**config.mk**
```make
export PLATFORM = sky130hd
export DESIGN_NAME = sorted_pair_table_merge_join
export DESIGN_NICKNAME = d
export VERILOG_FILES = /design/src/spmj_pkg.sv /design/src/spmj_ram.sv /design/src/sorted_pair_table_merge_join.sv
export SDC_FILE = /design/constraint.sdc
export NUM_CORES = 2
export LEC_CHECK = 0
export ABC_AREA = 1
export CORE_MARGIN = 2
export CORE_UTILIZATION = 40
export DETAILED_ROUTE_END_ITERATION = 16
export DONT_BUFFER_PORTS = 1
export GPL_TIMING_DRIVEN = 0
export MAX_ROUTING_LAYER = met4
export SETUP_SLACK_MARGIN = 0.02
export SYNTH_ARGS = -nofsm -noshare
export SYNTH_HDL_FRONTEND = slang
export SYNTH_SLANG_ARGS = --single-unit
```
**constraint.sdc**
```tcl
create_clock -name clk -period 7.3 [get_ports clk]
set_input_delay 1.46 -clock clk [delete_from_list [all_inputs] [get_ports clk]]
set_output_delay 1.46 -clock clk [all_outputs]
set_load 0.02 [all_outputs]
```
**src/spmj_pkg.sv**
```systemverilog
`default_nettype none

package spmj_pkg;

  // operation codes of an input transaction
  typedef logic [2:0] func_t;
  localparam func_t FUNC_INSERT   = 3'd0;
  localparam func_t FUNC_TRUNCATE = 3'd1;
  localparam func_t FUNC_INTERSECT = 3'd2;
  localparam func_t FUNC_SYMDIFF  = 3'd3;
  localparam func_t FUNC_SELECT   = 3'd4;

  // kinds of a result transaction
  typedef logic [1:0] kind_t;
  localparam kind_t KIND_OK   = 2'd0;
  localparam kind_t KIND_DUP  = 2'd1;
  localparam kind_t KIND_FULL = 2'd2;
  localparam kind_t KIND_ROW  = 2'd3;

  // table select codes
  localparam logic TABLE_A = 1'b0;
  localparam logic TABLE_B = 1'b1;

endpackage

`default_nettype wire

```
**src/spmj_ram.sv**
```systemverilog
`default_nettype none

module spmj_ram #(
  parameter int WIDTH = 64,
  parameter int DEPTH = 16
) (
  input  wire logic                                        clk,
  input  wire logic                                        we,
  input  wire logic [((DEPTH > 1) ? $clog2(DEPTH) : 1)-1:0] waddr,
  input  wire logic [WIDTH-1:0]                            wdata,
  input  wire logic [((DEPTH > 1) ? $clog2(DEPTH) : 1)-1:0] raddr,
  output logic      [WIDTH-1:0]                            rdata
);

  logic [WIDTH-1:0] mem [DEPTH];

  // one write port, one registered read port
  always_ff @(posedge clk) begin
    if (we) begin
      mem[waddr] <= wdata;
    end
    rdata <= mem[raddr];
  end

endmodule

`default_nettype wire

```
**src/sorted_pair_table_merge_join.sv**
```systemverilog
`default_nettype none

// Two sorted (key, payload) tables A and B with insert, truncate, select,
// intersection and symmetric difference. A command is taken when start is
// high and busy is low; for insert, select and the merge queries busy then
// stays high until the final status result of the command has been produced.
// Results appear at most one per cycle with out_valid high for exactly one
// cycle and must be captured then, since the block has no way to be held off.
// Each table sits in a RAM with one registered read port, and one sequencer
// with one shared key comparator walks the entries one per cycle: an insert
// searches up to the insert point, shifts the rest up and writes the new
// entry, or stops at the search on a duplicate or full table. Truncate and
// unknown codes decide their status in the accept cycle and never raise busy.
// Each result leaves the output register in the cycle after the sequencer
// decides it, so a new command may be taken while the last status is still
// on the outputs.
module sorted_pair_table_merge_join #(
  parameter int TABLE_DEPTH  = 16,
  parameter int KEY_BITS     = 32,
  parameter int PAYLOAD_BITS = 32
) (
  input  wire logic        clk,
  input  wire logic        rst_n,
  input  wire logic        start,
  output logic             busy,
  input  wire logic [2:0]  in_func,
  input  wire logic        in_table_sel,
  input  wire logic [31:0] in_key,
  input  wire logic [31:0] in_payload,
  output logic             out_valid,
  output logic [1:0]       out_kind,
  output logic [31:0]      out_row_key,
  output logic [31:0]      out_left_payload,
  output logic [31:0]      out_right_payload,
  output logic             out_left_present,
  output logic             out_right_present,
  output logic             out_last
);

  localparam int AW = (TABLE_DEPTH > 1) ? $clog2(TABLE_DEPTH) : 1;
  localparam int CW = $clog2(TABLE_DEPTH + 1);
  localparam int EW = KEY_BITS + PAYLOAD_BITS;
  localparam logic [CW-1:0] DEPTH_C = CW'(TABLE_DEPTH);
  localparam logic [CW-1:0] ONE_C   = CW'(1);

  // sequencer states
  localparam logic [2:0] ST_IDLE  = 3'd0;
  localparam logic [2:0] ST_INS   = 3'd1;
  localparam logic [2:0] ST_SHIFT = 3'd2;
  localparam logic [2:0] ST_PLACE = 3'd3;
  localparam logic [2:0] ST_SEL   = 3'd4;
  localparam logic [2:0] ST_MRG   = 3'd5;

  logic [2:0]              state_r, state_nxt;
  logic [CW-1:0]           ia_r, ia_nxt;
  logic [CW-1:0]           ib_r, ib_nxt;
  logic [CW-1:0]           pos_r, pos_nxt;
  logic [CW-1:0]           cnt_a_r, cnt_a_nxt;
  logic [CW-1:0]           cnt_b_r, cnt_b_nxt;
  logic                    sel_r, sel_nxt;
  logic                    shared_r, shared_nxt;
  logic [KEY_BITS-1:0]     key_r, key_nxt;
  logic [PAYLOAD_BITS-1:0] pay_r, pay_nxt;

  logic                    out_valid_r, out_valid_nxt;
  spmj_pkg::kind_t         out_kind_r, out_kind_nxt;
  logic [31:0]             out_row_key_r, out_row_key_nxt;
  logic [31:0]             out_lpay_r, out_lpay_nxt;
  logic [31:0]             out_rpay_r, out_rpay_nxt;
  logic                    out_lpres_r, out_lpres_nxt;
  logic                    out_rpres_r, out_rpres_nxt;
  logic                    out_last_r, out_last_nxt;

  logic [EW-1:0]           rdata_a, rdata_b, wdata;
  logic [AW-1:0]           raddr_a, raddr_b, waddr;
  logic                    we;

  logic [KEY_BITS-1:0]     key_a, key_b, key_s;
  logic [PAYLOAD_BITS-1:0] pay_a, pay_b, pay_s;
  logic [63:0]             key_a64, key_b64, key_s64, key_r64, in_key64, in_pay64;
  logic [63:0]             pay_a64, pay_b64, pay_s64;
  logic [CW-1:0]           cnt_s;
  logic [KEY_BITS-1:0]     cmp_lhs, cmp_rhs;
  logic                    cmp_lt, cmp_eq;

  // table storage
  spmj_ram #(.WIDTH(EW), .DEPTH(TABLE_DEPTH)) u_ram_a (
    .clk   (clk),
    .we    (we && (sel_r == spmj_pkg::TABLE_A)),
    .waddr (waddr),
    .wdata (wdata),
    .raddr (raddr_a),
    .rdata (rdata_a)
  );

  spmj_ram #(.WIDTH(EW), .DEPTH(TABLE_DEPTH)) u_ram_b (
    .clk   (clk),
    .we    (we && (sel_r == spmj_pkg::TABLE_B)),
    .waddr (waddr),
    .wdata (wdata),
    .raddr (raddr_b),
    .rdata (rdata_b)
  );

  // entry fields and widened copies for the 32 bit result ports
  assign key_a   = rdata_a[EW-1:PAYLOAD_BITS];
  assign pay_a   = rdata_a[PAYLOAD_BITS-1:0];
  assign key_b   = rdata_b[EW-1:PAYLOAD_BITS];
  assign pay_b   = rdata_b[PAYLOAD_BITS-1:0];
  assign key_s   = sel_r ? key_b : key_a;
  assign pay_s   = sel_r ? pay_b : pay_a;
  assign cnt_s   = sel_r ? cnt_b_r : cnt_a_r;
  assign key_a64 = 64'(key_a);
  assign key_b64 = 64'(key_b);
  assign key_s64 = 64'(key_s);
  assign key_r64 = 64'(key_r);
  assign pay_a64 = 64'(pay_a);
  assign pay_b64 = 64'(pay_b);
  assign pay_s64 = 64'(pay_s);
  assign in_key64 = 64'(in_key);
  assign in_pay64 = 64'(in_payload);

  // shared key comparator
  assign cmp_lhs = (state_r == ST_MRG) ? key_a : key_s;
  assign cmp_rhs = (state_r == ST_MRG) ? key_b : key_r;
  assign cmp_lt  = cmp_lhs < cmp_rhs;
  assign cmp_eq  = cmp_lhs == cmp_rhs;

  // read addresses follow the next indices, so read data matches the index
  assign raddr_a = ia_nxt[AW-1:0];
  assign raddr_b = (state_nxt == ST_MRG) ? ib_nxt[AW-1:0] : ia_nxt[AW-1:0];

  // sequencer
  always_comb begin
    logic a_v, b_v, take_a, take_b;
    state_nxt       = state_r;
    ia_nxt          = ia_r;
    ib_nxt          = ib_r;
    pos_nxt         = pos_r;
    cnt_a_nxt       = cnt_a_r;
    cnt_b_nxt       = cnt_b_r;
    sel_nxt         = sel_r;
    shared_nxt      = shared_r;
    key_nxt         = key_r;
    pay_nxt         = pay_r;
    out_valid_nxt   = 1'b0;
    out_kind_nxt    = spmj_pkg::KIND_OK;
    out_row_key_nxt = '0;
    out_lpay_nxt    = '0;
    out_rpay_nxt    = '0;
    out_lpres_nxt   = 1'b0;
    out_rpres_nxt   = 1'b0;
    out_last_nxt    = 1'b0;
    we              = 1'b0;
    waddr           = pos_r[AW-1:0];
    wdata           = {key_r, pay_r};
    a_v             = ia_r < cnt_a_r;
    b_v             = ib_r < cnt_b_r;
    take_a          = !b_v || (a_v && cmp_lt);
    take_b          = !a_v || (b_v && !cmp_lt && !cmp_eq);

    unique case (state_r)
      ST_IDLE: begin
        if (start) begin
          sel_nxt    = in_table_sel;
          key_nxt    = in_key64[KEY_BITS-1:0];
          pay_nxt    = in_pay64[PAYLOAD_BITS-1:0];
          ia_nxt     = '0;
          ib_nxt     = '0;
          shared_nxt = (in_func == spmj_pkg::FUNC_INTERSECT);
          case (in_func)
            spmj_pkg::FUNC_INSERT: state_nxt = ST_INS;
            spmj_pkg::FUNC_SELECT: state_nxt = ST_SEL;
            spmj_pkg::FUNC_INTERSECT, spmj_pkg::FUNC_SYMDIFF: state_nxt = ST_MRG;
            spmj_pkg::FUNC_TRUNCATE: begin
              if (in_table_sel == spmj_pkg::TABLE_B) begin
                cnt_b_nxt = '0;
              end else begin
                cnt_a_nxt = '0;
              end
              out_valid_nxt = 1'b1;
              out_last_nxt  = 1'b1;
            end
            default: begin
              out_valid_nxt = 1'b1;
              out_last_nxt  = 1'b1;
            end
          endcase
        end
      end

      // search for the first entry not below the new key
      ST_INS: begin
        if ((ia_r < cnt_s) && cmp_lt) begin
          ia_nxt = ia_r + ONE_C;
        end else if ((ia_r < cnt_s) && cmp_eq) begin
          out_valid_nxt   = 1'b1;
          out_last_nxt    = 1'b1;
          out_kind_nxt    = spmj_pkg::KIND_DUP;
          out_row_key_nxt = key_r64[31:0];
          state_nxt       = ST_IDLE;
        end else if (cnt_s == DEPTH_C) begin
          out_valid_nxt   = 1'b1;
          out_last_nxt    = 1'b1;
          out_kind_nxt    = spmj_pkg::KIND_FULL;
          out_row_key_nxt = key_r64[31:0];
          state_nxt       = ST_IDLE;
        end else begin
          pos_nxt = ia_r;
          if (ia_r == cnt_s) begin
            state_nxt = ST_PLACE;
          end else begin
            ia_nxt    = cnt_s - ONE_C;
            state_nxt = ST_SHIFT;
          end
        end
      end

      // move entries up by one, top first
      ST_SHIFT: begin
        we    = 1'b1;
        waddr = AW'(ia_r + ONE_C);
        wdata = sel_r ? rdata_b : rdata_a;
        if (ia_r == pos_r) begin
          state_nxt = ST_PLACE;
        end else begin
          ia_nxt = ia_r - ONE_C;
        end
      end

      // write the new entry into the gap
      ST_PLACE: begin
        we = 1'b1;
        if (sel_r == spmj_pkg::TABLE_B) begin
          cnt_b_nxt = cnt_b_r + ONE_C;
        end else begin
          cnt_a_nxt = cnt_a_r + ONE_C;
        end
        out_valid_nxt = 1'b1;
        out_last_nxt  = 1'b1;
        state_nxt     = ST_IDLE;
      end

      // list one table in key order
      ST_SEL: begin
        out_valid_nxt = 1'b1;
        if (ia_r < cnt_s) begin
          out_kind_nxt    = spmj_pkg::KIND_ROW;
          out_row_key_nxt = key_s64[31:0];
          out_lpay_nxt    = pay_s64[31:0];
          out_lpres_nxt   = 1'b1;
          ia_nxt          = ia_r + ONE_C;
        end else begin
          out_last_nxt = 1'b1;
          state_nxt    = ST_IDLE;
        end
      end

      // merge walk over both tables
      ST_MRG: begin
        if (!a_v && !b_v) begin
          out_valid_nxt = 1'b1;
          out_last_nxt  = 1'b1;
          state_nxt     = ST_IDLE;
        end else if (!take_a && !take_b) begin
          if (shared_r) begin
            out_valid_nxt   = 1'b1;
            out_kind_nxt    = spmj_pkg::KIND_ROW;
            out_row_key_nxt = key_a64[31:0];
            out_lpay_nxt    = pay_a64[31:0];
            out_rpay_nxt    = pay_b64[31:0];
            out_lpres_nxt   = 1'b1;
            out_rpres_nxt   = 1'b1;
          end
          ia_nxt = ia_r + ONE_C;
          ib_nxt = ib_r + ONE_C;
        end else if (take_a) begin
          if (!shared_r) begin
            out_valid_nxt   = 1'b1;
            out_kind_nxt    = spmj_pkg::KIND_ROW;
            out_row_key_nxt = key_a64[31:0];
            out_lpay_nxt    = pay_a64[31:0];
            out_lpres_nxt   = 1'b1;
          end
          ia_nxt = ia_r + ONE_C;
        end else begin
          if (!shared_r) begin
            out_valid_nxt   = 1'b1;
            out_kind_nxt    = spmj_pkg::KIND_ROW;
            out_row_key_nxt = key_b64[31:0];
            out_rpay_nxt    = pay_b64[31:0];
            out_rpres_nxt   = 1'b1;
          end
          ib_nxt = ib_r + ONE_C;
        end
      end

      default: begin
        state_nxt = ST_IDLE;
      end
    endcase
  end

  // control registers
  always_ff @(posedge clk) begin
    if (!rst_n) begin
      state_r     <= ST_IDLE;
      cnt_a_r     <= '0;
      cnt_b_r     <= '0;
      out_valid_r <= 1'b0;
      ia_r        <= '0;
      ib_r        <= '0;
    end else begin
      state_r     <= state_nxt;
      cnt_a_r     <= cnt_a_nxt;
      cnt_b_r     <= cnt_b_nxt;
      out_valid_r <= out_valid_nxt;
      ia_r        <= ia_nxt;
      ib_r        <= ib_nxt;
    end
  end

  // transaction payload and result registers
  always_ff @(posedge clk) begin
    pos_r         <= pos_nxt;
    sel_r         <= sel_nxt;
    shared_r      <= shared_nxt;
    key_r         <= key_nxt;
    pay_r         <= pay_nxt;
    out_kind_r    <= out_kind_nxt;
    out_row_key_r <= out_row_key_nxt;
    out_lpay_r    <= out_lpay_nxt;
    out_rpay_r    <= out_rpay_nxt;
    out_lpres_r   <= out_lpres_nxt;
    out_rpres_r   <= out_rpres_nxt;
    out_last_r    <= out_last_nxt;
  end

  assign busy              = (state_r != ST_IDLE);
  assign out_valid         = out_valid_r;
  assign out_kind          = out_kind_r;
  assign out_row_key       = out_row_key_r;
  assign out_left_payload  = out_lpay_r;
  assign out_right_payload = out_rpay_r;
  assign out_left_present  = out_lpres_r;
  assign out_right_present = out_rpres_r;
  assign out_last          = out_last_r;

endmodule

`default_nettype wire

```
==> results.md <==
- Status: complete, but fails checks
- Failing checks: capacitance limit, slew limit
- Vias in the first global route: 67300
- Chip width: 502 um
- Syn nets: 9219
- Final period util: 97.1%
- Synth area leaders: edfxtp_1 64%, nand3_1 7.9%, dfxtp_1 5.1%
- Clk slew on worst S/H paths: 0.06 ns
- Maximum buffer depth of the clock tree: 3
- Nets: 9577
- Seq/Total Area, Yosys: 69.2%
- Fraction of layout cells with a size suffix above 1: 10.0%
- Die area: about 250000 um^2
- CTS Sinks: around 2400
- Gpl congestion: roughly 0.95
- Kind of start point of the critical path: register
- Slew @ Worst Pin: 1.50 ns
- Worst hold path type: register to register
- Number of max-cap violations: 1
- CP arrival: 7.83 ns
- Total routed wirelength: 343000 um
- EDFF count, synth: 2119
- Crit-path max cell delay: 0.72 ns
- CTS Buf Count: 238
- First-pass DRT Iterations: 9
- Setup violators final: 0
- # hold bufs at CTS: 0
- Ports: 174
- Total number of vias: between 70000 and 80000
- CP endpoint kind: register
- R2r setup slk: between 0.2 and 0.25 ns
- Fmax: 0.141 GHz
- Clock skew: between 0.1 and 0.15 ns
- Clk_lat worst skew: 0.96 ns
- Synth cell count leaders: 2119 x edfxtp_1, 1565 x nand3_1, 1241 x inv_1
- Pins Over Slew Limit: 33
- Core Footprint: 246000 um^2
- Yosys warns: 0
- Iter 0 DRT Violations: 8820
- Post-synthesis cell count: 9097
- Top-count cell post-synth: edfxtp_1
- Critical Path RT: 8.05 ns
- GRT Total Usage: 27.4%
- RSZ-0062 raised after global routing: false
- Syn Area/Cell: 10.9 um^2
- Ys async rst share: 0%
- Drt drc: 0
- Area grow syn2layout: 15.9%
- First-pass GRT wire length: 482000 um
- Antenna violations before repair: 21
- Hpwl dp: 240000 um
- Synthesized area: about 100000 um^2
- Flops & latches, synth: 2372
- H-Tree Depth: 4
- Chip height: 502 um
- Synth Flop Type: edfxtp_1
- Post-route insts no fill: about 13000
- Post-synth cell types: 47
- Largest net degree at the start of global routing: 34
- # fillers: 22400
- Avg WL per Cell: 26.4 um
- Classification of the worst setup path: register to register
- IO Port Bufs: 0
- Initial core utilization: 40.3%
- CTS tree: yes
- Yosys top cell area share: around 64%
- Yosys top cell by area: edfxtp_1
- Num rows: 182
- GR Overflow Total: 0
- Post-route ant nets: 0
- Slew HR: -0.431%
- Final TNS setup: 0 ns
- Final Hold Vio Count: 0
- Worst-path fanout max: 19
- CP dominant cell by count: nand2_1
- Post-CTS Setup Inserts: 0
- Slowest-stage cell, CP: clkbuf_1
- Via/cell ratio: 5.48
- CTS root buffer: clkbuf_16
- Final Critical Period: 7.09 ns
- Cells after DPL: 12500
through the flow:
step | hold slack [ns] | worst slack, ns | instance area [um^2] | util [%]
global placement | 0.429 | -3.21 | 103000 | 42.0
floorplan | 0.408 | 1.02 | 99300 | -
finish | 0.446 | 0.214 | 115000 | 46.7
global route | 0.464 | 0.159 | 115000 | 46.7
CTS | 0.432 | 0.122 | 115000 | 46.7
detailed placement | 0.427 | -0.680 | 107000 | 43.3
layer usage:
metal | track usage (%) | share of wire [%] | up-vias
li1 | - | - | 31800
met4 | 12.5 | 5.2 | 0
met5 | - | 0 | -
met3 | 4.37 | 8.6 | 707
met2 | 43.9 | 48 | 3568
met1 | 34.2 | 39 | 35100
state kept, by name, summed over array words and instances (netlist names), 2 cells and up:
name,count
out_right_payload,32
cnt_b_r,5
u_ram_a.rdata,64
out_row_key,32
ib_r,5
pay_r,32
u_ram_a.mem,1024
cnt_a_r,5
state_r,3
key_r,32
out_left_payload,32
ia_r,5
u_ram_b.rdata,64
u_ram_b.mem,1024
pos_r,5
out_kind,2
critical path, delay by kind of cell (launching register included):
family,cells,cell delay [ns]
compound gates,2,0.74
fa+ha+maj,1,0.29
buf+inv,5,2.03
flops,1,0.53
simple gates,20,3.23
cell families after synthesis:
logic type	after synthesis	share of synthesized area, %
compound gates	1059	5.67
xor+xnor	11	0.0970
fa+ha+maj	51	0.642
buf+inv	1804	7.34
flops	2372	69.2
simple gates	3800	17.1
cells in the final DEF, fill, tap and decap left out, types with 12 or more instances in the layout:
cell	netlist	layout
clkbuf_16	0	248
inv_2	13	12
nor3_1	46	46
buf_4	24	24
clkinv_2	0	39
nor2_4	0	33
o21ai_1	231	232
bufinv_16	0	20
inv_1	1241	1241
a21oi_1	163	162
buf_2	313	311
o21ai_4	1	34
clkbuf_1	164	214
nor2_1	828	795
buf_16	0	44
o211ai_1	100	100
o21ai_0	541	503
buf_1	42	42
ha_1	51	51
and3_1	32	32
dfxtp_1	253	253
clkbuf_8	0	31
nand2_2	6	29
clkinv_1	2	35
nand3_1	1565	1565
buf_12	0	73
nand2_1	1167	1144
nand3b_1	129	129
edfxtp_1	2119	2119
worst paths after layout:
check	from	end	cells past startpoint
setup / recovery	sel_r	u_ram_b.rdata[62]	28
hold / removal	u_ram_b.rdata[24]	out_right_payload[24]	2
setup reg to reg	sel_r	u_ram_b.rdata[62]	28
hold reg to reg	u_ram_b.rdata[24]	out_right_payload[24]	2
timing repair:
item                                    4_1_cts  5_1_grt
endpoints found under the hold margin         0        0
endpoints found under the setup margin      127       66
gates resized for setup                       1        7
area by class of cell:
type	count	area (um^2)	area share (%)
buffer	547	2580	2.24
inverter	1256	4720	4.10
timing repair buffer	119	2700	2.34
clock inverter	124	1430	1.24
multi-input combinational	4921	24000	20.9
antenna	7	17.5	0.0152
sequential	2372	68700	59.7
tap	3312	4140	3.60
clock buffer	333	6840	5.94
Power is not shown: default switching activity piles up to over one toggle a cycle in this logic, so the estimate is an artifact.
